`config.mk`:
```
export PLATFORM = sky130hd
export DESIGN_NAME = cse_queue
export DESIGN_NICKNAME = d
export VERILOG_FILES = /design/src/hw/rtl/cse_pkg.sv /design/src/hw/rtl/cse_queue.sv
export SDC_FILE = /design/constraint.sdc
export NUM_CORES = 1
export LEC_CHECK = 0
export ABC_AREA = 1
export BUFFER_PORTS_ARGS = -buffer_cell sky130_fd_sc_hd__buf_2
export CAP_MARGIN = 5
export CORE_ASPECT_RATIO = 1.75
export CORE_MARGIN = 2
export CORE_UTILIZATION = 30
export DETAILED_ROUTE_END_ITERATION = 7
export MAX_ROUTING_LAYER = met4
export PLACE_DENSITY = 0.61
export SLEW_MARGIN = 5
export SYNTH_ARGS = -nofsm -noshare
export SYNTH_HDL_FRONTEND = slang
export SYNTH_SLANG_ARGS = --single-unit
```
`constraint.sdc`:
```
create_clock -name clk_i -period 3.6 [get_ports clk_i]
set_input_delay 0.72 -clock clk_i [delete_from_list [all_inputs] [get_ports clk_i]]
set_output_delay 0.72 -clock clk_i [all_outputs]
set_load 0.005 [all_outputs]
```
`src/hw/rtl/cse_pkg.sv`:
```
// ----------------------------------------------------------------------------
// cse_pkg
// Shared types, codes and saturation helper for the Chebyshev series evaluator.
// ----------------------------------------------------------------------------
package cse_pkg;

  localparam int unsigned DATA_W      = 32;
  localparam int unsigned SPAN_W      = 34;
  localparam int unsigned SAT_W       = 68;
  localparam int unsigned OP_W        = 2;
  localparam int unsigned IDX_W       = 5;
  localparam int unsigned SCALE_W     = 31;
  localparam int unsigned ORDER_W     = 5;
  localparam int unsigned CFG_IDX_W   = 2;
  localparam int unsigned QUEUE_DEPTH = 2;

  localparam logic [ORDER_W-1:0] ORDER_RESET = 5'd31;

  typedef enum logic [OP_W-1:0] {
    OP_WRITE = 2'd0,
    OP_VALUE = 2'd1,
    OP_DERIV = 2'd2,
    OP_NONE  = 2'd3
  } op_e;

  typedef enum logic [CFG_IDX_W-1:0] {
    REG_INTERVAL_LOW  = 2'd0,
    REG_INTERVAL_HIGH = 2'd1,
    REG_UNIT_SCALE    = 2'd2,
    REG_SERIES_ORDER  = 2'd3
  } cfg_reg_e;

  typedef enum logic [2:0] {
    KIND_WRITE,
    KIND_NONE,
    KIND_VALUE,
    KIND_DERIV,
    KIND_BAD
  } kind_e;

  typedef enum logic [4:0] {
    ST_IDLE,
    ST_DONE,
    ST_V_MAP,
    ST_V_INIT,
    ST_V_MUL,
    ST_V_ADD,
    ST_V_FMUL,
    ST_V_FIN,
    ST_D_MAP,
    ST_D_INIT,
    ST_D_S0,
    ST_D_S1,
    ST_D_K1,
    ST_D_K2,
    ST_D_K3,
    ST_D_K4,
    ST_D_K5,
    ST_D_ACC,
    ST_D_OUT,
    ST_D_FIN
  } back_state_e;

  typedef struct packed {
    logic signed [DATA_W-1:0] interval_low;
    logic signed [DATA_W-1:0] interval_high;
    logic [SCALE_W-1:0]       unit_scale;
    logic [ORDER_W-1:0]       series_order;
  } cfg_t;

  typedef struct packed {
    kind_e                    kind;
    logic [IDX_W-1:0]         idx;
    logic signed [SPAN_W-1:0] data;
  } entry_t;

  function automatic logic signed [DATA_W-1:0] sat32(input logic signed [SAT_W-1:0] v);
    logic [SAT_W-DATA_W:0]    upper;
    logic signed [DATA_W-1:0] r;
    upper = v[SAT_W-1:DATA_W-1];
    if (&upper || ~|upper) begin
      r = v[DATA_W-1:0];
    end else if (v[SAT_W-1]) begin
      r = {1'b1, {(DATA_W-1){1'b0}}};
    end else begin
      r = {1'b0, {(DATA_W-1){1'b1}}};
    end
    return r;
  endfunction

endpackage

```
`src/hw/rtl/cse_queue.sv`:
```
// ----------------------------------------------------------------------------
// cse_queue
// Two-entry queue between the classifying front end and the evaluation core.
// ----------------------------------------------------------------------------
module cse_queue (
  input  logic            clk_i,
  input  logic            rst_ni,
  input  logic            push_i,
  input  cse_pkg::entry_t entry_i,
  output logic            full_o,
  input  logic            pop_i,
  output cse_pkg::entry_t entry_o,
  output logic            empty_o
);

  localparam int unsigned DEPTH = cse_pkg::QUEUE_DEPTH;
  localparam int unsigned PW    = (DEPTH > 1) ? $clog2(DEPTH) : 1;
  localparam int unsigned CW    = $clog2(DEPTH + 1);

  cse_pkg::entry_t slot_q [DEPTH];
  logic [PW-1:0]   wr_ptr_q, wr_ptr_d;
  logic [PW-1:0]   rd_ptr_q, rd_ptr_d;
  logic [CW-1:0]   cnt_q, cnt_d;
  logic            push_ok, pop_ok;

  assign full_o  = (cnt_q == CW'(DEPTH));
  assign empty_o = (cnt_q == '0);
  assign entry_o = slot_q[rd_ptr_q];
  assign push_ok = push_i && !full_o;
  assign pop_ok  = pop_i && !empty_o;

  always_comb begin
    wr_ptr_d = wr_ptr_q;
    rd_ptr_d = rd_ptr_q;
    cnt_d    = cnt_q;
    if (push_ok) begin
      wr_ptr_d = (wr_ptr_q == PW'(DEPTH - 1)) ? '0 : wr_ptr_q + PW'(1);
    end
    if (pop_ok) begin
      rd_ptr_d = (rd_ptr_q == PW'(DEPTH - 1)) ? '0 : rd_ptr_q + PW'(1);
    end
    if (push_ok && !pop_ok) begin
      cnt_d = cnt_q + CW'(1);
    end else if (pop_ok && !push_ok) begin
      cnt_d = cnt_q - CW'(1);
    end
  end

  always_ff @(posedge clk_i or negedge rst_ni) begin
    if (!rst_ni) begin
      wr_ptr_q <= '0;
      rd_ptr_q <= '0;
      cnt_q    <= '0;
    end else begin
      wr_ptr_q <= wr_ptr_d;
      rd_ptr_q <= rd_ptr_d;
      cnt_q    <= cnt_d;
    end
  end

  always_ff @(posedge clk_i) begin
    if (push_ok) begin
      slot_q[wr_ptr_q] <= entry_i;
    end
  end

endmodule

```
==> flow_summary.toml, run 1 <==
[status]
outcome = "finished, final reports clean"

[cts]
cts-resized-gates = 0
htree_levels = 3
cts_root_buf = "clkbuf_16"
clk_pin_slew_worst_paths_ps = 60
insertion_delay_ps = 330
cts_buffer_depth = 2
cts_sinks = 88
cts_setup_buffers = 0
cts_buffers = 9
cts_tree = "yes"
holdBufCountCts = 0

[placed_design]
dp_hpwl_mm = 4.21
port_buffers = 89
gp_congestion = 0.704

[timing]
period_needed_ps = 2340
slew_headroom_pct = 38.4
final-setup-viol-count = 0
rsz0062_at_grt = "no"
fin_crit_sh_pct = 65.0
hold_violations = 0
max_freq_mhz = 428
worst_pin_slew_ps = 923
setup_tns_ps = 0
finClkSkew_ps = 6.86
slew_viol_final = 0

[route]
post_drt_wl_per_cell_um = 13.3
first_pass_iters = 4
route.vias.total = 2049
viasPerCell = 4.28
drt_iter0_drc = 168
drt.antenna.violating_nets = 0
drc = 0
totalWireLength_mm = 6.39

[final_layout]
mostFrequentLayoutCell = "nand2_1"
final_net_count = 391
n_fill_cell = 1026
fin_util_pct = 38.7
drive_gt1_share_pct = 32.4
layout_common_cells = "nand2_1 (135), buf_2 (89), edfxtp_1 (84), clkbuf_16 (9), inv_1 (5)"
diodes = 0
areaGrowthSynthToFinish_pct = 25.7

[floorplanning]
dieWidth_um = 83.2
io_pins = 90
std_cell_rows = 50
core_um2 = 10700
start_util_pct = 30.8
die_y_um = 143
die_area_um2 = 11900

[setup_path]
crit_chain = "buf_4 -> nand2_1 -> nand2_1 -> buf_2"
cp.arrival_ps = 1620
startpoint_type = "flip-flop"
worst-path-max-fanout = 26
path_class = "flip-flop to output pin"
slowest_stage = "dfrtp_2"
critPathCaptureType = "output pin"
max_stage_delay_ps = 610
required_ps = 2880
crit_top_cell = "nand2_1"

[yosys]
synth_nets = 298
yosysWarningCount = 0
syn_area_um2 = 3290
synth_cells = 251
seq_area_frac_synth_pct = 79.6
syn_avg_cell_area_um2 = 13.1
ys_seq_elements = 88
synth_cell_types = 17

[pwr]
p_leak_uw = 0.00179
ir_drop_mv = 0.379
power_density_nw_per_um2 = 786
totalPowerFinal_uw = 3260

[global_route]
gr-total-overflow = 0
grt_start_max_net_pins = 44
grt_antenna_before_repair = 0
grtUsageTotal_pct = 11.2
grt_pass1_vias = 2027
grt_pass1_wl_mm = 9.69

[min_path]
hold_path_class = "primary input to async pin"

[job]
max_cap_viol_count = 0
-- final cells by class --
type / instances / area [µm²] / share of cell area [%]
Clock inverter: 7 / 47.5 / 1.15
Tap cell: 130 / 163 / 3.93
Multi-Input combinational cell: 146 / 589 / 14.2
Inverter: 8 / 32.5 / 0.785
Clock buffer: 9 / 225 / 5.44
Timing Repair Buffer: 91 / 460 / 11.1
Sequential cell: 88 / 2620 / 63.4
-- worst max-delay path, delay by kind of cell (launching register included) --
family / cells / cell delay [ps]
buffers and inverters: 2 / 480
flip-flops: 1 / 610
AND/OR/NAND/NOR: 2 / 200
-- power by group --
group          total (µW)  switching, µW  internal (µW)
combinational         921            582            339
clock                 832            365            467
sequential           1500           99.8           1400
total                3260           1050           2210
-- registers in the layout, indices dropped and copies added, names as in the netlist --
signal,flops
rd_ptr_q,1
slot_q,84
wr_ptr_q,1
cnt_q,2
-- Yosys cell counts --
cell        n  area (µm²)
edfxtp_1   84        2520
ha_1        1        12.5
buf_4       5        37.5
dfrtp_1     4         100
inv_2       1        3.75
buf_2       4        20.0
nor2_4      1        11.3
nor2_2      1        6.26
nand3_1     1        5.00
inv_1       6        22.5
nor2_1      2        7.51
inv_4       1        6.26
o21ai_1     2        10.0
nand4_1     1        6.26
nand3b_1    1        7.51
xnor2_1     1        8.76
nand2_1   135         507
-- logic make-up after synthesis --
| kind of cell | Yosys count | share of synthesized area [%] |
|---|---|---|
| AOI/OAI and AO/OA | 2 | 0.304 |
| xor gates and xnor gates | 1 | 0.266 |
| adders and majority gates | 1 | 0.380 |
| buffers and inverters | 17 | 2.73 |
| DFF | 88 | 79.6 |
| and+or+nand+nor | 142 | 16.7 |
-- metrics by stage --
step	area, µm²	setup slack [ps]	hold WS (ps)	std cells
after floorplan	3290	594	424	251
after global placement	3870	1450	463	463
after detailed placement	3870	1400	484	463
after CTS	4140	1200	176	479
after global routing	4140	1120	171	479
final	4140	1260	191	479
-- final timing paths --
path	from	endpoint	slack, ps	cells past startpoint
max	rd_ptr_q	entry_o[23]	1260	4
min	rst_ni	rd_ptr_q	190	1
max reg2reg	cnt_q[0]	slot_q[0][40]	1800	4
min reg2reg	wr_ptr_q	wr_ptr_q	490	2
max in group asynchronous	rst_ni	rd_ptr_q	3270	1
min in group clk_i	wr_ptr_q	wr_ptr_q	490	2
-- layer usage --
layer  GRT usage, %  up-vias  part of all wire (%)
met4           6.38        0                   2.8
li1               -     1023                     -
met2           20.1       55                    57
met3           3.53       13                   4.9
met5              -        -                     0
met1           10.3      958                    35
Power figures use the tool's default switching activity.
==> run 2: changes to the inputs <==
--- a/config.mk
+++ b/config.mk
@@ -5,7 +5,7 @@
 export SDC_FILE = /design/constraint.sdc
 export NUM_CORES = 1
 export LEC_CHECK = 0
-export ABC_AREA = 1
+export ABC_AREA = 0
 export BUFFER_PORTS_ARGS = -buffer_cell sky130_fd_sc_hd__buf_2
 export CAP_MARGIN = 5
 export CORE_ASPECT_RATIO = 1.75
@@ -13,7 +13,7 @@
 export CORE_UTILIZATION = 30
 export DETAILED_ROUTE_END_ITERATION = 7
 export MAX_ROUTING_LAYER = met4
-export PLACE_DENSITY = 0.61
+export PLACE_DENSITY = 0.62
 export SLEW_MARGIN = 5
 export SYNTH_ARGS = -nofsm -noshare
 export SYNTH_HDL_FRONTEND = slang
==> constraint.sdc (replaced) <==
create_clock -name clk_i -period 2.15 [get_ports clk_i]
set_input_delay 0.43 -clock clk_i [delete_from_list [all_inputs] [get_ports clk_i]]
set_output_delay 0.43 -clock clk_i [all_outputs]
set_load 0.005 [all_outputs]
==> flow_summary.toml, run 2 <==
[final_layout]
largest_register_ffs = 84
top_regs = "slot_q x84, cnt_q x2"
layout_common_cells = "buf_2 (89), edfxtp_1 (84), mux2_4 (39), clkbuf_16 (9), buf_12 (5)"
regMostFlops = "slot_q"
areaGrowthSynthToFinish_pct = 27.1
final_net_count = 299
fin_util_pct = 39.0
n_fill_cell = 1021
fin_area_um2 = 4360
mostFrequentLayoutCell = "buf_2"
drive_gt1_share_pct = 59.4

[cts]
cts_tree = "yes"
cts_root_buf = "clkbuf_16"
clk_pin_slew_worst_paths_ps = 60
cts_setup_buffers = 0
insertion_delay_ps = 330
cts_buffers = 9
cts-resized-gates = 0
cts_buffer_depth = 2
htree_levels = 3
cts_sinks = 88

[yosys]
synth-simple-area-share_pct = 0.803
synth_compound_area_share_pct = 0.146
syn_avg_cell_area_um2 = 22.9
yosys_most_used_dff = "edfxtp_1"
yosys.area.top_type = "edfxtp_1"
synthArstFlopShare_pct = 4.55
synth_cell_types = 15
yosysMostFrequentCell = "edfxtp_1"
synth_xor_area_share_pct = 1.28
ys_seq_elements = 88
syn_area_um2 = 3430
synth.area.top_cells = "edfxtp_1 (74%), mux2_4 (17%), dfrtp_1 (2.9%)"
muxShareOfSynthArea_pct = 18.1
seq_area_frac_synth_pct = 76.5
synth_common_cells = "edfxtp_1 (84), mux2_4 (39), buf_12 (4), dfrtp_1 (4)"
synth_fa_ha_area_share_pct = 0.365
synth_edf_count = 84
synth_top_area_share_pct = 73.5
synth_nets = 197
yosysWarningCount = 0
synth_top_family_by_area = "multiplexers"
synth_cells = 150

[route]
totalWireLength_mm = 5.88
drt.antenna.violating_nets = 0
drc = 0
viasPerCell = 4.33
drt_iter0_drc = 105
first_pass_iters = 3
route.vias.total = 1690
post_drt_wl_per_cell_um = 15.1

[setup_path]
worstRegToRegCells = 3
critPathCaptureType = "output pin"
required_ps = 1720
startpoint_type = "flip-flop"
path_buf_inv = 2
slowest_stage = "dfrtp_2"
r2r_start = "cnt_q[0]"
max_stage_delay_ps = 480
worstSetupEndpoint = "entry_o[19]"
reg2reg_slack_ps = 510
r2r_end = "slot_q[1][34]"
path_class = "flip-flop to output pin"
cp_top_family = "flip-flops"
crit_chain = "buf_12 -> mux2_2 -> buf_2"
crit_cells = 3
worst-path-max-fanout = 25
cp.arrival_ps = 1560
critPathLaunch = "rd_ptr_q"

[placed_design]
placed_area_um2 = 4070
port_buffers = 89
dp_hpwl_mm = 4.18
gp_congestion = 0.684

[floorplanning]
dieWidth_um = 84.8
die_y_um = 145
io_pins = 90
core_um2 = 11200
std_cell_rows = 51
start_util_pct = 30.7
die_area_um2 = 12300

[pwr]
power_density_nw_per_um2 = 1330
p_leak_uw = 0.00176
ir_drop_mv = 0.619

[global_route]
grt_pass1_wl_mm = 9.07
gr-total-overflow = 0
grt_start_max_net_pins = 26
grt_pass1_vias = 1798
grt_antenna_before_repair = 2
grtUsageTotal_pct = 10.1

[timing]
hold_violations = 0
worst_pin_slew_ps = 436
whs_ps = 287
slew_viol_final = 0
max_freq_mhz = 503
fin_crit_sh_pct = 92.5
slew_headroom_pct = 70.9
setup_tns_ps = 0
rsz0062_at_grt = "no"
finClkSkew_ps = 3.99
period_needed_ps = 1990
final-setup-viol-count = 0

[min_path]
hold_path_class = "primary input to flip-flop"
min_from = "entry_i[11]"

[status]
outcome = "finished, final reports clean"

[job]
max_cap_viol_count = 0
## run 2: report_power, final
| group | leakage (µW) | internal, µW | switching [µW] |
|---|---|---|---|
| registers | 0.000826 | 2350 | 147 |
| clock network | 0.000138 | 875 | 559 |
| logic | 0.000794 | 1060 | 795 |
| total | 0.00176 | 4290 | 1500 |
## run 2: how the worst min path moves through the flow
stage | endpoint | slack, ps | cells after the start
floorplan | cnt_q[0] | 130 | 0
global placement | cnt_q[1] | 240 | 1
detailed placement | cnt_q[1] | 250 | 1
CTS | slot_q[1][35] | 270 | 1
global route | slot_q[0][27] | 270 | 1
finish | slot_q[0][11] | 290 | 1
## run 2: final cells by class
type	instances	area, µm²	area share (%)
Sequential cell	88	2620	60.2
Multi-Input combinational cell	55	717	16.5
Timing Repair Buffer	96	563	12.9
Clock buffer	9	225	5.17
Tap cell	132	165	3.79
Clock inverter	6	51.3	1.18
Inverter	2	7.51	0.172
Antenna cell	2	5.00	0.115
## run 2: per-stage QoR
stage          std cells  total power [µW]  worst slack (ps)
2_1_floorplan        150              3810               130
3_3_place_gp         372              4400               491
3_5_place_dp         372              4440               469
4_1_cts              388              5910               124
5_1_grt              390              6090              88.8
6_report             390              5790               161
## run 2: metal layers
metal | share of wire [%] | vias to the layer above | GRT usage (%)
li1 | - | 789 | -
met1 | 33 | 841 | 9.18
met2 | 57 | 46 | 17.6
met3 | 6.0 | 14 | 3.35
met4 | 3.5 | 0 | 6.75
met5 | 0 | - | -
## run 2: timing repair
action,CTS,global route
endpoints found under the hold margin,4,0
hold buffers,1,0
endpoints found under the setup margin,0,0
## run 2: logic make-up (layout without fill, tap and decap cells)
family                     after synthesis  count (layout)
AOI/OAI and AO/OA                        1               1
xor gates and xnor gates                 5               5
adders and majority gates                1               1
buffers and inverters                    7             113
DFF                                     88              88
muxes                                   42              42
other                                    0               2
and+or+nand+nor                          6               6
