==> src/hw/rtl/cse_pkg.sv <==
// ----------------------------------------------------------------------------
// cse_pkg
// Shared types, codes and saturation helper for the Chebyshev series evaluator.
// ----------------------------------------------------------------------------
package cse_pkg;

  localparam int unsigned DATA_W      = 32;
  localparam int unsigned SPAN_W      = 34;
  localparam int unsigned SAT_W       = 68;
  localparam int unsigned OP_W        = 2;
  localparam int unsigned IDX_W       = 5;
  localparam int unsigned SCALE_W     = 31;
  localparam int unsigned ORDER_W     = 5;
  localparam int unsigned CFG_IDX_W   = 2;
  localparam int unsigned QUEUE_DEPTH = 2;

  localparam logic [ORDER_W-1:0] ORDER_RESET = 5'd31;

  typedef enum logic [OP_W-1:0] {
    OP_WRITE = 2'd0,
    OP_VALUE = 2'd1,
    OP_DERIV = 2'd2,
    OP_NONE  = 2'd3
  } op_e;

  typedef enum logic [CFG_IDX_W-1:0] {
    REG_INTERVAL_LOW  = 2'd0,
    REG_INTERVAL_HIGH = 2'd1,
    REG_UNIT_SCALE    = 2'd2,
    REG_SERIES_ORDER  = 2'd3
  } cfg_reg_e;

  typedef enum logic [2:0] {
    KIND_WRITE,
    KIND_NONE,
    KIND_VALUE,
    KIND_DERIV,
    KIND_BAD
  } kind_e;

  typedef enum logic [4:0] {
    ST_IDLE,
    ST_DONE,
    ST_V_MAP,
    ST_V_INIT,
    ST_V_MUL,
    ST_V_ADD,
    ST_V_FMUL,
    ST_V_FIN,
    ST_D_MAP,
    ST_D_INIT,
    ST_D_S0,
    ST_D_S1,
    ST_D_K1,
    ST_D_K2,
    ST_D_K3,
    ST_D_K4,
    ST_D_K5,
    ST_D_ACC,
    ST_D_OUT,
    ST_D_FIN
  } back_state_e;

  typedef struct packed {
    logic signed [DATA_W-1:0] interval_low;
    logic signed [DATA_W-1:0] interval_high;
    logic [SCALE_W-1:0]       unit_scale;
    logic [ORDER_W-1:0]       series_order;
  } cfg_t;

  typedef struct packed {
    kind_e                    kind;
    logic [IDX_W-1:0]         idx;
    logic signed [SPAN_W-1:0] data;
  } entry_t;

  function automatic logic signed [DATA_W-1:0] sat32(input logic signed [SAT_W-1:0] v);
    logic [SAT_W-DATA_W:0]    upper;
    logic signed [DATA_W-1:0] r;
    upper = v[SAT_W-1:DATA_W-1];
    if (&upper || ~|upper) begin
      r = v[DATA_W-1:0];
    end else if (v[SAT_W-1]) begin
      r = {1'b1, {(DATA_W-1){1'b0}}};
    end else begin
      r = {1'b0, {(DATA_W-1){1'b1}}};
    end
    return r;
  endfunction

endpackage

==> src/hw/rtl/cse_front.sv <==
// ----------------------------------------------------------------------------
// cse_front
// Classifies incoming words and forms the centered argument span 2x-low-high.
// ----------------------------------------------------------------------------
module cse_front #(
  parameter int unsigned MAX_ORDER = 31
) (
  input  logic [cse_pkg::OP_W-1:0]           operation_i,
  input  logic [cse_pkg::IDX_W-1:0]          coefficient_index_i,
  input  logic signed [cse_pkg::DATA_W-1:0]  coefficient_value_i,
  input  logic signed [cse_pkg::DATA_W-1:0]  argument_i,
  input  cse_pkg::cfg_t                      cfg_i,
  output cse_pkg::entry_t                    entry_o
);

  localparam int unsigned SPW = cse_pkg::SPAN_W;

  logic                  out_of_range;
  logic signed [SPW-1:0] span;
  logic                  idx_ok;

  assign out_of_range = (argument_i < cfg_i.interval_low) || (argument_i > cfg_i.interval_high);
  assign span = (SPW'(argument_i) <<< 1) - SPW'(cfg_i.interval_low)
              - SPW'(cfg_i.interval_high);
  assign idx_ok = (32'(coefficient_index_i) <= MAX_ORDER);

  always_comb begin
    entry_o.idx  = coefficient_index_i;
    entry_o.data = span;
    unique case (cse_pkg::op_e'(operation_i))
      cse_pkg::OP_WRITE: begin
        entry_o.kind = idx_ok ? cse_pkg::KIND_WRITE : cse_pkg::KIND_NONE;
        entry_o.data = SPW'(coefficient_value_i);
      end
      cse_pkg::OP_VALUE: begin
        entry_o.kind = out_of_range ? cse_pkg::KIND_BAD : cse_pkg::KIND_VALUE;
      end
      cse_pkg::OP_DERIV: begin
        entry_o.kind = out_of_range ? cse_pkg::KIND_BAD : cse_pkg::KIND_DERIV;
      end
      cse_pkg::OP_NONE: begin
        entry_o.kind = cse_pkg::KIND_NONE;
      end
      default: begin
        entry_o.kind = cse_pkg::KIND_NONE;
      end
    endcase
  end

endmodule

==> config.mk <==
export PLATFORM = sky130hd
export DESIGN_NAME = cse_front
export DESIGN_NICKNAME = d
export VERILOG_FILES = /design/src/hw/rtl/cse_pkg.sv /design/src/hw/rtl/cse_front.sv
export SDC_FILE = /design/constraint.sdc
export NUM_CORES = 1
export LEC_CHECK = 0
export BUFFER_PORTS_ARGS = -buffer_cell sky130_fd_sc_hd__clkbuf_2
export CAP_MARGIN = 20
export CORE_MARGIN = 3
export CORE_UTILIZATION = 54
export DETAILED_ROUTE_END_ITERATION = 8
export PLACE_DENSITY = 0.95
export SLEW_MARGIN = 20
export SYNTH_ARGS = -nofsm -noshare
export SYNTH_HDL_FRONTEND = slang
export SYNTH_SLANG_ARGS = --single-unit
export TNS_END_PERCENT = 30
==> constraint.sdc <==
create_clock -name vclk -period 8.4
set_input_delay 1.26 -clock vclk [all_inputs]
set_output_delay 1.26 -clock vclk [all_outputs]
set_load 0.02 [all_outputs]
==> results of run 1 <==
==> worst min path at each step <==
| stage | startpoint | end | slack (ns) |
|---|---|---|---|
| after floorplan | coefficient_index_i[0] | entry_o[34] | 2.63 |
| after global placement | coefficient_index_i[2] | entry_o[36] | 2.52 |
| after detailed placement | coefficient_index_i[2] | entry_o[36] | 2.52 |
| after CTS | coefficient_index_i[2] | entry_o[36] | 2.52 |
| after global routing | coefficient_index_i[1] | entry_o[35] | 2.52 |
| final | coefficient_index_i[1] | entry_o[35] | 2.52 |
==> metal layers <==
metal | vias up | global-route usage [%] | routed length (microns)
li1 | 2480 | - | -
met4 | 0 | 7.348 | 410
met1 | 2327 | 33.07 | 5599
met3 | 36 | 1.857 | 882
met5 | - | 0 | 0
met2 | 231 | 51.57 | 6855
==> critical path, stage by stage <==
cell	delay [ns]
clkbuf_2	0.12
fa_1	0.48
ha_1	0.37
a21o_1	0.23
a221o_1	0.44
a31oi_4	0.34
o2111ai_2	0.21
a311oi_2	0.26
xor2_1	0.20
a21oi_1	0.09
clkbuf_2	0.20
==> per-stage QoR <==
step | power, mW | area [sq um] | hold slack (ns)
finish | 0.6718 | 5454 | 2.520
global route | 0.7347 | 5454 | 2.520
CTS | 0.6627 | 5449 | 2.520
detailed placement | 0.6587 | 5449 | 2.520
global placement | 0.6397 | 5449 | 2.520
floorplan | 0.4658 | 4577 | 2.633
==> placed cells by master, fill, tap and decap left out, drive strengths merged, types with 20 or more instances in the layout <==
cell    synthesis  layout
ha             99      99
a21o           39      39
nand2          48      48
clkbuf         13     167
nand4          20      20
fa             32      32
a21oi          67      67
nor2           49      49
inv            76      76
o21ai          24      24
==> cell type report <==
cell class / count / area [sq um]
multi-input combinational: 514 / 4205
timing repair buffer: 167 / 835.8
tap: 102 / 127.6
fill: 648 / 2514
inverter: 76 / 285.3
==> cells by family (layout without fill, tap and decap cells) <==
kind of cell               after synthesis  count (layout)
AOI/OAI and AO/OA                      192             192
and+or+nand+nor                        167             167
adders and majority gates              131             131
buffers and inverters                   96             243
xor gates and xnor gates                24              24
==> where the power goes <==
group | leakage (nW) | internal [mW] | switching (mW)
logic | 3.09 | 0.262 | 0.409
registers | 0 | 0 | 0
clock network | 0 | 0 | 0
==> impl_results.html, run 1 <==
<table>
<tr><th>Metric</th><th>Value</th></tr>
<tr><th colspan="2">Timing</th></tr>
<tr><td>Relative slew margins</td><td>between 40% and 50%</td></tr>
<tr><td>RSZ-0062 raised after global routing</td><td>no</td></tr>
<tr><td>Post-route clock period utilization</td><td>between 60% and 70%</td></tr>
<tr><td>Setup TNS</td><td>0 ns</td></tr>
<tr><td>Final number of setup-violating endpoints</td><td>0</td></tr>
<tr><td>Final min period</td><td>between 5 and 6 ns</td></tr>
<tr><td>Max-slew violation count</td><td>0</td></tr>
<tr><td>Post-route worst setup slack</td><td>2.936 ns</td></tr>
<tr><td>Final Hold Violating Endpoints</td><td>0</td></tr>
<tr><td>Slew of the pin with the lowest slew margin</td><td>approximately 0.90 ns</td></tr>
<tr><td>Highest attainable clock frequency</td><td>approximately 180 MHz</td></tr>
<tr><th colspan="2">Worst setup path</th></tr>
<tr><td>Max Fanout on Critical Path</td><td>7</td></tr>
<tr><td>CP endpoint</td><td>entry_o[26]</td></tr>
<tr><td>Launch point of the worst path</td><td>argument_i[3]</td></tr>
<tr><td>Startpoint class of the critical path</td><td>input port</td></tr>
<tr><td>Kind of end point of the critical path</td><td>output pin</td></tr>
<tr><td>Required time at the endpoint of the critical path</td><td>a little over 7 ns</td></tr>
<tr><td>Critical Path AT</td><td>approximately 4.2 ns</td></tr>
<tr><td>Crit Path Class</td><td>in -&gt; out</td></tr>
<tr><th colspan="2">Routing</th></tr>
<tr><td>DRC violation count after routing</td><td>0</td></tr>
<tr><td>Ratio of routed vias to standard cells</td><td>a little under 6</td></tr>
<tr><td>Average wire length per cell after detail routing</td><td>16.00 microns</td></tr>
<tr><td>Drt total wl</td><td>roughly 14000 microns</td></tr>
<tr><td>Number of nets with antenna violations after routing</td><td>0</td></tr>
<tr><td>Vias after detailed routing</td><td>about 5.1k</td></tr>
<tr><td>Iteration count of the initial detailed-routing pass</td><td>5</td></tr>
<tr><td>1st-iter DRT viols</td><td>226</td></tr>
<tr><th colspan="2">Floorplanning</th></tr>
<tr><td>I/O pin count</td><td>approximately 210</td></tr>
<tr><td>Area of the core region</td><td>0.007968 sq mm</td></tr>
<tr><td>Initial Util</td><td>a little under three fifths</td></tr>
<tr><td>Chip Height</td><td>98.07 microns</td></tr>
<tr><td>Number of rows in the core area</td><td>32</td></tr>
<tr><td>Die outline area</td><td>between 0.009 and 0.01 sq mm</td></tr>
<tr><td>Die width</td><td>98.07 microns</td></tr>
<tr><th colspan="2">Place</th></tr>
<tr><td>Placed wire-length estimate after detailed placement</td><td>12080 microns</td></tr>
<tr><td>Routability Congestion</td><td>about 0.92</td></tr>
<tr><td>IO buf count</td><td>around 170</td></tr>
<tr><td>Number of placed instances with taps included</td><td>about 860</td></tr>
<tr><td>Pre-CTS setup slack</td><td>approximately 3 ns</td></tr>
<tr><th colspan="2">CTS</th></tr>
<tr><td>Post-CTS setup repair buffer count</td><td>0</td></tr>
<tr><td>Total of hold buffers inserted after clock tree synthesis</td><td>0</td></tr>
<tr><td>Resize count post-CTS</td><td>0</td></tr>
<tr><th colspan="2">Synth</th></tr>
<tr><td>Fraction of post-synthesis cell area in the top cell type by area</td><td>approximately 27%</td></tr>
<tr><td>Yosys warning count</td><td>0</td></tr>
<tr><td>Number of nets in the synthesized netlist</td><td>912</td></tr>
<tr><td>Most repeated cell in the gate-level netlist after synthesis</td><td>ha_1</td></tr>
<tr><td>Distinct cells, synth</td><td>63</td></tr>
<tr><td>Simple-gate share of the synthesized area</td><td>17.50%</td></tr>
<tr><td>Summed instance area of the synthesized netlist</td><td>roughly 0.0046 sq mm</td></tr>
<tr><td>Largest cells by area after synthesis</td><td>ha_1 27%, fa_1 14%, a21oi_1 7.1%</td></tr>
<tr><td>Combinational family with the most area after synthesis</td><td>adder cells</td></tr>
<tr><td>Sequential share of the synthesized area</td><td>0%</td></tr>
<tr><td>Mean area per synthesized cell</td><td>roughly 7.5 sq um</td></tr>
<tr><td>Synthesized-area fraction occupied by ao, oa, aoi and oai cells</td><td>between 20% and 30%</td></tr>
<tr><td>Gate count after technology mapping</td><td>610</td></tr>
<tr><td>Post-synthesis cell type with the largest combined area</td><td>ha_1</td></tr>
<tr><td>Synth Area in Adders</td><td>41.06%</td></tr>
<tr><td>Fraction of synthesized area in multiplexers</td><td>0%</td></tr>
<tr><td>Post-Synth XOR/XNOR Area</td><td>under 10%</td></tr>
<tr><td>Top cells by instance count after synthesis</td><td>99 x ha_1, 76 x inv_1, 65 x a21oi_1</td></tr>
<tr><th colspan="2">GRT</th></tr>
<tr><td>Pin count of the biggest net entering global routing</td><td>47</td></tr>
<tr><td>Leftover overflow at the end of global routing</td><td>0</td></tr>
<tr><td>First-pass GRT wire length</td><td>roughly 22000 microns</td></tr>
<tr><td>Global-route usage over all layers</td><td>a little over a quarter</td></tr>
<tr><td>Number of antenna violations at the first check in global routing</td><td>0</td></tr>
<tr><td>Vias in the first global route</td><td>5126</td></tr>
<tr><th colspan="2">Worst hold path</th></tr>
<tr><td>Number of cells traversed by the worst hold path</td><td>0</td></tr>
<tr><td>Worst min path class</td><td>in -&gt; out</td></tr>
<tr><th colspan="2">Layout</th></tr>
<tr><td>Final std cells w/o fill</td><td>between 800 and 900</td></tr>
<tr><td>Area added between synthesis and finish</td><td>19.16%</td></tr>
<tr><td>Diode count</td><td>0</td></tr>
<tr><td>Count of nets after finishing</td><td>between 1k and 1.5k</td></tr>
<tr><td>Sequential cell area in the final layout</td><td>0 sq um</td></tr>
<tr><td>CLK BUF</td><td>0</td></tr>
<tr><td>Number of sequential cells in the layout</td><td>0</td></tr>
<tr><td>Share of layout cells above drive strength 1</td><td>between 20% and 30%</td></tr>
<tr><td>Final core utilization</td><td>about 68%</td></tr>
<tr><th colspan="2">Flow run</th></tr>
<tr><td>Max-capacitance violation count</td><td>0</td></tr>
<tr><th colspan="2">Power</th></tr>
<tr><td>Cell leakage power</td><td>between 3 and 4 nW</td></tr>
<tr><td>Power density over the cells</td><td>between 100 and 150 mW/mm^2</td></tr>
<tr><td>IR Drop Worst-Case VDD</td><td>roughly 0.094 mV</td></tr>
<tr><th colspan="2">Status</th></tr>
<tr><td>Run status</td><td>finished clean</td></tr>
</table>
Power figures use the tool's default switching activity.
==> run 2, diff against run 1 <==
--- a/config.mk
+++ b/config.mk
@@ -5,12 +5,13 @@
 export SDC_FILE = /design/constraint.sdc
 export NUM_CORES = 1
 export LEC_CHECK = 0
+export ABC_AREA = 1
 export BUFFER_PORTS_ARGS = -buffer_cell sky130_fd_sc_hd__clkbuf_2
 export CAP_MARGIN = 20
 export CORE_MARGIN = 3
-export CORE_UTILIZATION = 54
+export CORE_UTILIZATION = 46
 export DETAILED_ROUTE_END_ITERATION = 8
-export PLACE_DENSITY = 0.95
+export PLACE_DENSITY = 0.88
 export SLEW_MARGIN = 20
 export SYNTH_ARGS = -nofsm -noshare
 export SYNTH_HDL_FRONTEND = slang
==> constraint.sdc (replaced) <==
create_clock -name vclk -period 4.56
set_input_delay 0.684 -clock vclk [all_inputs]
set_output_delay 0.684 -clock vclk [all_outputs]
set_load 0.02 [all_outputs]
==> run 2 against run 1 <==
Net effect:
- cell count grew 28%
- critical path depth grew 2
- die area grew 24%
- first-iteration DRC count rose by 60%
- sequential cell count unchanged
- cell area grew 7.1%
- largest cell class unchanged
- largest power group unchanged
==> impl_results.html, run 2 <==
<table>
<tr><th>Metric</th><th>Value</th></tr>
<tr><th colspan="2">Power</th></tr>
<tr><td>Cell leakage power</td><td>3.409 nW (+10%)</td></tr>
<tr><td>IR Drop Worst-Case VDD</td><td>0.09629 mV (+2.3%)</td></tr>
<tr><td>Power share of the clock group</td><td>0% (unchanged)</td></tr>
<tr><td>Switching fraction of total power</td><td>63.80% (+2.9 points)</td></tr>
<tr><td>Net switching power figure</td><td>0.7856 mW (+92%)</td></tr>
<tr><td>Power density over the cells</td><td>210.8 mW/mm^2 (+71%)</td></tr>
<tr><td>Fraction of power consumed by sequential logic</td><td>0% (unchanged)</td></tr>
<tr><td>Share of power burned in combinational logic</td><td>100.0% (about the same)</td></tr>
<tr><td>Cell Int Power</td><td>0.4457 mW (+70%)</td></tr>
<tr><th colspan="2">Timing</th></tr>
<tr><td>Setup TNS</td><td>0 ns (unchanged)</td></tr>
<tr><td>RSZ-0062 raised after global routing</td><td>no</td></tr>
<tr><td>Post-route clock period utilization</td><td>a little over four fifths</td></tr>
<tr><td>Relative slew margins</td><td>62.78% (+22 points)</td></tr>
<tr><td>Final number of setup-violating endpoints</td><td>0 (unchanged)</td></tr>
<tr><td>Final Hold Violating Endpoints</td><td>0 (unchanged)</td></tr>
<tr><td>Highest attainable clock frequency</td><td>approximately 260 MHz</td></tr>
<tr><td>Slew of the pin with the lowest slew margin</td><td>0.5549 ns (-0.3409 ns)</td></tr>
<tr><td>Post-route worst setup slack</td><td>0.7377 ns (-2.198 ns)</td></tr>
<tr><td>Max-slew violation count</td><td>0 (unchanged)</td></tr>
<tr><td>Final min period</td><td>roughly 3.8 ns</td></tr>
<tr><th colspan="2">Routing</th></tr>
<tr><td>1st-iter DRT viols</td><td>362 (+60%)</td></tr>
<tr><td>DRC violation count after routing</td><td>0 (unchanged)</td></tr>
<tr><td>Average wire length per cell after detail routing</td><td>12.78 microns (-20%)</td></tr>
<tr><td>Number of nets with antenna violations after routing</td><td>0 (unchanged)</td></tr>
<tr><td>Vias after detailed routing</td><td>5744 (+13%)</td></tr>
<tr><td>Ratio of routed vias to standard cells</td><td>5.241 (-11%)</td></tr>
<tr><td>Drt total wl</td><td>14010 microns (+1.9%)</td></tr>
<tr><td>Iteration count of the initial detailed-routing pass</td><td>5 (unchanged)</td></tr>
<tr><th colspan="2">Layout</th></tr>
<tr><td>Number of sequential cells in the layout</td><td>0 (unchanged)</td></tr>
<tr><td>Area occupied by multi-input gates</td><td>0.004343 sq mm (+3.3%)</td></tr>
<tr><td>Leading cell types in the layout, fill and taps excluded</td><td>221 x nand2_1, 167 x clkbuf_2, 126 x inv_1</td></tr>
<tr><td>Fill count</td><td>984 (+52%)</td></tr>
<tr><td>Area added between synthesis and finish</td><td>19.66%</td></tr>
<tr><td>CLK BUF</td><td>0 (unchanged)</td></tr>
<tr><td>Final core utilization</td><td>58.15% (-10 points)</td></tr>
<tr><td>Most frequent standard cell in the layout excluding fill and tap cells</td><td>nand2_1</td></tr>
<tr><td>Share of layout cells above drive strength 1</td><td>20.04% (-4.0 points)</td></tr>
<tr><td>Finished layout cell area</td><td>0.005841 sq mm (+7.1%)</td></tr>
<tr><td>Diode count</td><td>0 (unchanged)</td></tr>
<tr><td>Count of nets after finishing</td><td>1267 (+19%)</td></tr>
<tr><td>Sequential cell area in the final layout</td><td>0 sq um (unchanged)</td></tr>
<tr><th colspan="2">Worst hold path</th></tr>
<tr><td>Number of cells traversed by the worst hold path</td><td>0 (unchanged)</td></tr>
<tr><td>Worst min path class</td><td>in -&gt; out</td></tr>
<tr><td>Hold path endpoint</td><td>entry_o[35]</td></tr>
<tr><td>Startpoint of the worst hold path</td><td>coefficient_index_i[1]</td></tr>
<tr><th colspan="2">GRT</th></tr>
<tr><td>Vias in the first global route</td><td>5527 (+7.8%)</td></tr>
<tr><td>Global-route usage over all layers</td><td>23.62% (-3.7 points)</td></tr>
<tr><td>Pin count of the biggest net entering global routing</td><td>42 (-11%)</td></tr>
<tr><td>Number of antenna violations at the first check in global routing</td><td>0 (unchanged)</td></tr>
<tr><td>First-pass GRT wire length</td><td>23460 microns (+4.6%)</td></tr>
<tr><td>Leftover overflow at the end of global routing</td><td>0 (unchanged)</td></tr>
<tr><th colspan="2">Synth</th></tr>
<tr><td>Fraction of post-synthesis cell area in the top cell type by area</td><td>25.38% (-1.7 points)</td></tr>
<tr><td>Mean area per synthesized cell</td><td>6.063 sq um (-19%)</td></tr>
<tr><td>Summed instance area of the synthesized netlist</td><td>0.004881 sq mm (+6.6%)</td></tr>
<tr><td>Combinational family with the most area after synthesis</td><td>adder cells</td></tr>
<tr><td>Most repeated cell in the gate-level netlist after synthesis</td><td>nand2_1</td></tr>
<tr><td>Simple-gate share of the synthesized area</td><td>33.50% (+16 points)</td></tr>
<tr><td>Synthesized-area fraction occupied by ao, oa, aoi and oai cells</td><td>15.30% (-13 points)</td></tr>
<tr><td>Sequential share of the synthesized area</td><td>0% (unchanged)</td></tr>
<tr><td>Fraction of synthesized area in multiplexers</td><td>0% (unchanged)</td></tr>
<tr><td>Gate count after technology mapping</td><td>805 (+32%)</td></tr>
<tr><td>Distinct cells, synth</td><td>34 (-46%)</td></tr>
<tr><td>Top cells by instance count after synthesis</td><td>221 x nand2_1, 126 x inv_1, 99 x ha_1</td></tr>
<tr><td>Post-synthesis cell type with the largest combined area</td><td>ha_1</td></tr>
<tr><td>Yosys warning count</td><td>0 (unchanged)</td></tr>
<tr><td>Synth Area in Adders</td><td>38.50% (-2.6 points)</td></tr>
<tr><td>Post-Synth XOR/XNOR Area</td><td>1.615% (-3.0 points)</td></tr>
<tr><td>Largest cells by area after synthesis</td><td>ha_1 25%, nand2_1 17%, fa_1 13%</td></tr>
<tr><td>Number of nets in the synthesized netlist</td><td>1107 (+21%)</td></tr>
<tr><th colspan="2">Worst setup path</th></tr>
<tr><td>Max incr delay on CP</td><td>0.49 ns (about the same)</td></tr>
<tr><td>Startpoint class of the critical path</td><td>input port</td></tr>
<tr><td>Required time at the endpoint of the critical path</td><td>3.88 ns (-3.26 ns)</td></tr>
<tr><td>Sequence of cells on the critical path</td><td>clkbuf_2 &gt; fa_1 &gt; ha_1 &gt; a21oi_1 &gt; o21ai_0 &gt; a21oi_1 &gt; nand3_1 &gt; nand2_1 &gt; nand2_1 &gt; nand2_1 &gt; nand3_1 &gt; nand2_1 &gt; clkbuf_2</td></tr>
<tr><td>Critical Path AT</td><td>3.14 ns (-1.06 ns)</td></tr>
<tr><td>Cell mode on critical path</td><td>nand2_1</td></tr>
<tr><td>Kind of end point of the critical path</td><td>output pin</td></tr>
<tr><td>Crit Path Class</td><td>in -&gt; out</td></tr>
<tr><td>Max Fanout on Critical Path</td><td>6 (-1)</td></tr>
<tr><td>Cell type of the slowest stage on the worst timing path</td><td>fa_1</td></tr>
<tr><th colspan="2">Place</th></tr>
<tr><td>IO buf count</td><td>167 (unchanged)</td></tr>
<tr><td>Routability Congestion</td><td>0.9537 (+3.4%)</td></tr>
<tr><td>Pre-CTS setup slack</td><td>0.8188 ns (-2.172 ns)</td></tr>
<tr><td>Placed wire-length estimate after detailed placement</td><td>12710 microns (+5.2%)</td></tr>
<tr><td>Cell area reported after detailed placement</td><td>0.005841 sq mm (+7.2%)</td></tr>
<tr><th colspan="2">CTS</th></tr>
<tr><td>Post-CTS setup repair buffer count</td><td>0 (unchanged)</td></tr>
<tr><td>Resize count post-CTS</td><td>0 (unchanged)</td></tr>
<tr><td>Total of hold buffers inserted after clock tree synthesis</td><td>0 (unchanged)</td></tr>
<tr><th colspan="2">Floorplanning</th></tr>
<tr><td>Number of rows in the core area</td><td>36 (+13%)</td></tr>
<tr><td>Die width</td><td>109.0 microns (+11%)</td></tr>
<tr><td>Die outline area</td><td>0.01188 sq mm (+24%)</td></tr>
<tr><td>I/O pin count</td><td>213 (unchanged)</td></tr>
<tr><td>Chip Height</td><td>109.0 microns (+11%)</td></tr>
<tr><td>Area of the core region</td><td>0.01004 sq mm (+26%)</td></tr>
<tr><td>Initial Util</td><td>48.59% (-8.9 points)</td></tr>
<tr><th colspan="2">Flow run</th></tr>
<tr><td>Max-capacitance violation count</td><td>0 (unchanged)</td></tr>
<tr><th colspan="2">Status</th></tr>
<tr><td>Run status</td><td>finished clean</td></tr>
</table>
[run 2: cell types whose count changed after synthesis, sizes merged, moves of 18 or more]
cell   previous run  this run
a21o             39         4
inv              76       127
nand2            48       229
nand3            11        50
nor2             49        78
o21ai            24        46
xor2             18         0
[run 2: layer usage]
| layer | track usage, % | up-vias | part of all wire [%] |
|---|---|---|---|
| met5 | 0 | - | 0 |
| met4 | 3.066 | 0 | 1.2 |
| met3 | 1.066 | 18 | 6.4 |
| met2 | 42.85 | 218 | 48 |
| met1 | 31.73 | 2568 | 45 |
| li1 | - | 2940 | - |
[run 2: cells by family after synthesis]
family / count (synthesis)
simple gates: 385
compound gates: 141
buf+inv: 139
fa+ha+maj: 131
xor+xnor: 9
[run 2: power groups by stage]
stage	registers [mW]	logic, mW	clock network, mW
after floorplan	0	0.856	0
after global placement	0	1.19	0
after detailed placement	0	1.21	0
after CTS	0	1.22	0
after global routing	0	1.38	0
final	0	1.23	0
[run 2: metrics by stage]
stage	cells	hold WS (ns)	power [mW]
6_report	1096	1.368	1.231
3_3_place_gp	1096	1.368	1.193
3_5_place_dp	1096	1.368	1.213
5_1_grt	1096	1.368	1.383
2_1_floorplan	805	1.481	0.8558
4_1_cts	1096	1.368	1.219
[run 2: worst max-delay path by stage]
stage	from	endpoint	slack [ns]	depth (start not counted)
6_report	argument_i[13]	entry_o[33]	0.74	13
5_1_grt	cfg_i[48]	entry_o[33]	0.59	14
4_1_cts	argument_i[13]	entry_o[33]	0.80	13
3_3_place_gp	argument_i[13]	entry_o[17]	0.84	11
3_5_place_dp	argument_i[13]	entry_o[33]	0.82	13
2_1_floorplan	cfg_i[46]	entry_o[17]	1.12	11
[run 2: cell type report]
class / instances / area share [%]
timing repair buffer: 169 / 14.57
tap: 133 / 2.849
multi-input combinational: 666 / 74.36
inverter: 128 / 8.226
[run 2: worst max-delay path: cells and delay by family]
| family | cells | cell delay, ns |
|---|---|---|
| AND/OR/NAND/NOR | 6 | 0.63 |
| buffers and inverters | 2 | 0.28 |
| adder cells (fa/ha/maj) | 2 | 0.88 |
| AO/OA/AOI/OAI | 3 | 0.67 |
==> run 3, diff against run 2 <==
--- a/config.mk
+++ b/config.mk
@@ -5,11 +5,11 @@
 export SDC_FILE = /design/constraint.sdc
 export NUM_CORES = 1
 export LEC_CHECK = 0
-export ABC_AREA = 1
+export ABC_AREA = 0
 export BUFFER_PORTS_ARGS = -buffer_cell sky130_fd_sc_hd__clkbuf_2
 export CAP_MARGIN = 20
 export CORE_MARGIN = 3
-export CORE_UTILIZATION = 46
+export CORE_UTILIZATION = 45
 export DETAILED_ROUTE_END_ITERATION = 8
 export PLACE_DENSITY = 0.88
 export SLEW_MARGIN = 20
==> constraint.sdc (replaced) <==
create_clock -name vclk -period 3.2
set_input_delay 0.48 -clock vclk [all_inputs]
set_output_delay 0.48 -clock vclk [all_outputs]
set_load 0.02 [all_outputs]
==> run 3 against run 2 <==
Net effect:
- the flow now finishes with violations (setup timing)
- worst hold slack worse by 0.41 ns
- first-iteration DRC count up 15%
- non-clock buffer count up 186
- critical path depth unchanged
- sequential cell count unchanged
- count of clock-buffer cells in the layout unchanged
- cell area up 28%
- global-route usage up 5.4 points
- via count up 5.3%
- sequential share of layout area unchanged
- cell count down 1.6%
- worst setup slack worse by 1.2 ns
- critical endpoint is now entry_o[30]
==> impl_results.html, run 3 (same netlist as run 1, synthesis figures left out) <==
<table>
<tr><th>Metric</th><th>Value</th></tr>
<tr><th colspan="2">Worst hold path</th></tr>
<tr><td>Worst min path class</td><td>in -&gt; out</td></tr>
<tr><th colspan="2">Routing</th></tr>
<tr><td>Ratio of routed vias to standard cells</td><td>5.610 (+7.1%)</td></tr>
<tr><td>DRC violation count after routing</td><td>0 (unchanged)</td></tr>
<tr><td>Vias after detailed routing</td><td>6048 (+5.3%)</td></tr>
<tr><td>Number of nets with antenna violations after routing</td><td>0 (unchanged)</td></tr>
<tr><td>Iteration count of the initial detailed-routing pass</td><td>7 (+2)</td></tr>
<tr><td>Drt total wl</td><td>18090 microns (+29%)</td></tr>
<tr><td>1st-iter DRT viols</td><td>415 (+15%)</td></tr>
<tr><td>Average wire length per cell after detail routing</td><td>16.78 microns (+31%)</td></tr>
<tr><th colspan="2">Place</th></tr>
<tr><td>Cell area reported after detailed placement</td><td>0.006925 sq mm (+19%)</td></tr>
<tr><td>Routability Congestion</td><td>0.9347 (-2.0%)</td></tr>
<tr><td>IO buf count</td><td>167 (unchanged)</td></tr>
<tr><td>Number of placed instances with taps included</td><td>1064 (-2.9%)</td></tr>
<tr><td>Pre-CTS setup slack</td><td>-0.5253 ns (-1.344 ns)</td></tr>
<tr><td>Placed wire-length estimate after detailed placement</td><td>14300 microns (+12%)</td></tr>
<tr><th colspan="2">Worst setup path</th></tr>
<tr><td>Sequence of cells on the critical path</td><td>clkbuf_2 &gt; inv_2 &gt; fa_1 &gt; ha_1 &gt; buf_6 &gt; o21ai_0 &gt; o21ai_1 &gt; a211oi_2 &gt; a211oi_4 &gt; o21ai_2 &gt; and3b_1 &gt; o31ai_4 &gt; clkbuf_8</td></tr>
<tr><td>Kind of end point of the critical path</td><td>output pin</td></tr>
<tr><td>Critical path's top delay family</td><td>compound AO/OA/AOI/OAI gates</td></tr>
<tr><td>Startpoint class of the critical path</td><td>input port</td></tr>
<tr><td>Crit Path Class</td><td>in -&gt; out</td></tr>
<tr><td>Max Fanout on Critical Path</td><td>4 (-2)</td></tr>
<tr><td>Required time at the endpoint of the critical path</td><td>2.72 ns (-1.16 ns)</td></tr>
<tr><td>Cell type of the slowest stage on the worst timing path</td><td>fa_1</td></tr>
<tr><td>Launch point of the worst path</td><td>cfg_i[45]</td></tr>
<tr><td>Critical path depth</td><td>13 (unchanged)</td></tr>
<tr><td>CP bufs+invs</td><td>4 (+2)</td></tr>
<tr><td>Critical Path AT</td><td>3.23 ns (+0.09 ns)</td></tr>
<tr><td>Max incr delay on CP</td><td>0.46 ns (-0.03 ns)</td></tr>
<tr><td>CP endpoint</td><td>entry_o[30]</td></tr>
<tr><th colspan="2">Power</th></tr>
<tr><td>Power share of the clock group</td><td>0% (unchanged)</td></tr>
<tr><td>Total Power Consumption</td><td>2.585 mW (+110%)</td></tr>
<tr><td>Cell leakage power</td><td>4.083 nW (+20%)</td></tr>
<tr><td>Switching fraction of total power</td><td>52.63% (-11 points)</td></tr>
<tr><td>IR Drop Worst-Case VDD</td><td>0.2797 mV (+190%)</td></tr>
<tr><td>Fraction of power consumed by sequential logic</td><td>0% (unchanged)</td></tr>
<tr><td>Power density over the cells</td><td>346.5 mW/mm^2 (+64%)</td></tr>
<tr><td>Net switching power figure</td><td>1.360 mW (+73%)</td></tr>
<tr><td>Share of power burned in combinational logic</td><td>100.0% (about the same)</td></tr>
<tr><td>Cell Int Power</td><td>1.224 mW (+170%)</td></tr>
<tr><th colspan="2">Timing</th></tr>
<tr><td>Post-route worst setup slack</td><td>-0.5121 ns (-1.250 ns)</td></tr>
<tr><td>Final min period</td><td>3.712 ns</td></tr>
<tr><td>Highest attainable clock frequency</td><td>between 200 and 300 MHz</td></tr>
<tr><td>Final number of setup-violating endpoints</td><td>30 (+30)</td></tr>
<tr><td>RSZ-0062 raised after global routing</td><td>yes</td></tr>
<tr><td>Setup TNS</td><td>-9.706 ns (-9.706 ns)</td></tr>
<tr><td>Post-route clock period utilization</td><td>116.0%</td></tr>
<tr><td>Slew of the pin with the lowest slew margin</td><td>0.9490 ns (+0.3940 ns)</td></tr>
<tr><td>Relative slew margins</td><td>36.73% (-26 points)</td></tr>
<tr><td>Worst hold slack after final layout</td><td>0.9600 ns (-0.4080 ns)</td></tr>
<tr><td>Final Hold Violating Endpoints</td><td>0 (unchanged)</td></tr>
<tr><td>Max-slew violation count</td><td>0 (unchanged)</td></tr>
<tr><th colspan="2">Floorplanning</th></tr>
<tr><td>Area of the core region</td><td>0.009819 sq mm (-2.2%)</td></tr>
<tr><td>Number of rows in the core area</td><td>36 (unchanged)</td></tr>
<tr><td>Chip Height</td><td>106.9 microns (-2.0%)</td></tr>
<tr><td>I/O pin count</td><td>213 (unchanged)</td></tr>
<tr><td>Die width</td><td>106.9 microns (-2.0%)</td></tr>
<tr><td>Initial Util</td><td>46.61% (-2.0 points)</td></tr>
<tr><td>Die outline area</td><td>0.01142 sq mm (-3.9%)</td></tr>
<tr><th colspan="2">Layout</th></tr>
<tr><td>Share of layout cells above drive strength 1</td><td>46.35% (+26 points)</td></tr>
<tr><td>Leading cell types in the layout, fill and taps excluded</td><td>194 x buf_4, 142 x clkbuf_2, 90 x ha_1</td></tr>
<tr><td>Final core utilization</td><td>75.97% (+18 points)</td></tr>
<tr><td>Finished layout cell area</td><td>0.007460 sq mm (+28%)</td></tr>
<tr><td>Diode count</td><td>0 (unchanged)</td></tr>
<tr><td>Area added between synthesis and finish</td><td>62.99%</td></tr>
<tr><td>Most frequent standard cell in the layout excluding fill and tap cells</td><td>buf_4</td></tr>
<tr><td>Count of nets after finishing</td><td>1249 (-1.4%)</td></tr>
<tr><td>CLK BUF</td><td>0 (unchanged)</td></tr>
<tr><td>Final std cells w/o fill</td><td>1078 (-1.6%)</td></tr>
<tr><td>Number of sequential cells in the layout</td><td>0 (unchanged)</td></tr>
<tr><td>Sequential cell area in the final layout</td><td>0 sq um (unchanged)</td></tr>
<tr><td>Fill count</td><td>649 (-34%)</td></tr>
<tr><th colspan="2">GRT</th></tr>
<tr><td>Leftover overflow at the end of global routing</td><td>0 (unchanged)</td></tr>
<tr><td>Number of antenna violations at the first check in global routing</td><td>0 (unchanged)</td></tr>
<tr><td>Global-route usage over all layers</td><td>29.03% (+5.4 points)</td></tr>
<tr><td>Vias in the first global route</td><td>6113 (+11%)</td></tr>
<tr><td>Pin count of the biggest net entering global routing</td><td>47 (+12%)</td></tr>
<tr><td>First-pass GRT wire length</td><td>27520 microns (+17%)</td></tr>
<tr><th colspan="2">Status</th></tr>
<tr><td>Run status</td><td>complete, but fails checks</td></tr>
<tr><td>Violations in the final reports</td><td>setup timing</td></tr>
<tr><th colspan="2">Flow run</th></tr>
<tr><td>Max-capacitance violation count</td><td>0 (unchanged)</td></tr>
</table>
-- run 3: changes by cell type in the layout (fill, tap and decap cells not counted), moves of 23 or more --
cell	change
nand2_1	-176
a21oi_1	-23
clkbuf_2	-25
nand3_1	-38
nor2_1	-26
inv_1	-57
buf_4	+192
a21o_1	+35
-- run 3: area by class of cell --
class / count / area, sq um / area share (%)
well taps: 133 / 166.4 / 2.231
multi-input cells: 514 / 4657 / 62.43
inverters: 76 / 290.3 / 3.891
repair buffers: 355 / 2346 / 31.45
-- run 3: worst min path at each step --
| stage | startpoint | endpoint | slack [ns] | depth (start not counted) |
|---|---|---|---|---|
| finish | coefficient_index_i[4] | entry_o[38] | 0.96 | 0 |
| CTS | coefficient_index_i[0] | entry_o[34] | 0.96 | 0 |
| floorplan | coefficient_index_i[0] | entry_o[34] | 1.07 | 1 |
| global route | coefficient_index_i[4] | entry_o[38] | 0.96 | 0 |
| detailed placement | coefficient_index_i[0] | entry_o[34] | 0.96 | 0 |
| global placement | coefficient_index_i[0] | entry_o[34] | 0.96 | 0 |
-- run 3: power groups by stage --
| stage | logic, mW | registers [mW] | clock network, mW |
|---|---|---|---|
| final | 2.58 | 0 | 0 |
| after global routing | 2.77 | 0 | 0 |
| after CTS | 2.37 | 0 | 0 |
| after detailed placement | 2.22 | 0 | 0 |
| after global placement | 2.14 | 0 | 0 |
| after floorplan | 1.29 | 0 | 0 |
-- run 3: timing repair --
item | in CTS | in global routing
hold buffers | 0 | 0
resized for setup | 49 | 57
buffers inserted | 7 | 7
setup endpoints to repair | 30 | 31
pin swaps | 27 | 22
-- run 3: metal layers --
| metal | global-route usage, % | vias up | wire length, microns |
|---|---|---|---|
| met4 | 11.51 | 0 | 922 |
| li1 | - | 2853 | - |
| met5 | 0 | - | 0 |
| met1 | 33.71 | 2765 | 6971 |
| met2 | 54.14 | 341 | 8889 |
| met3 | 3.070 | 89 | 1302 |
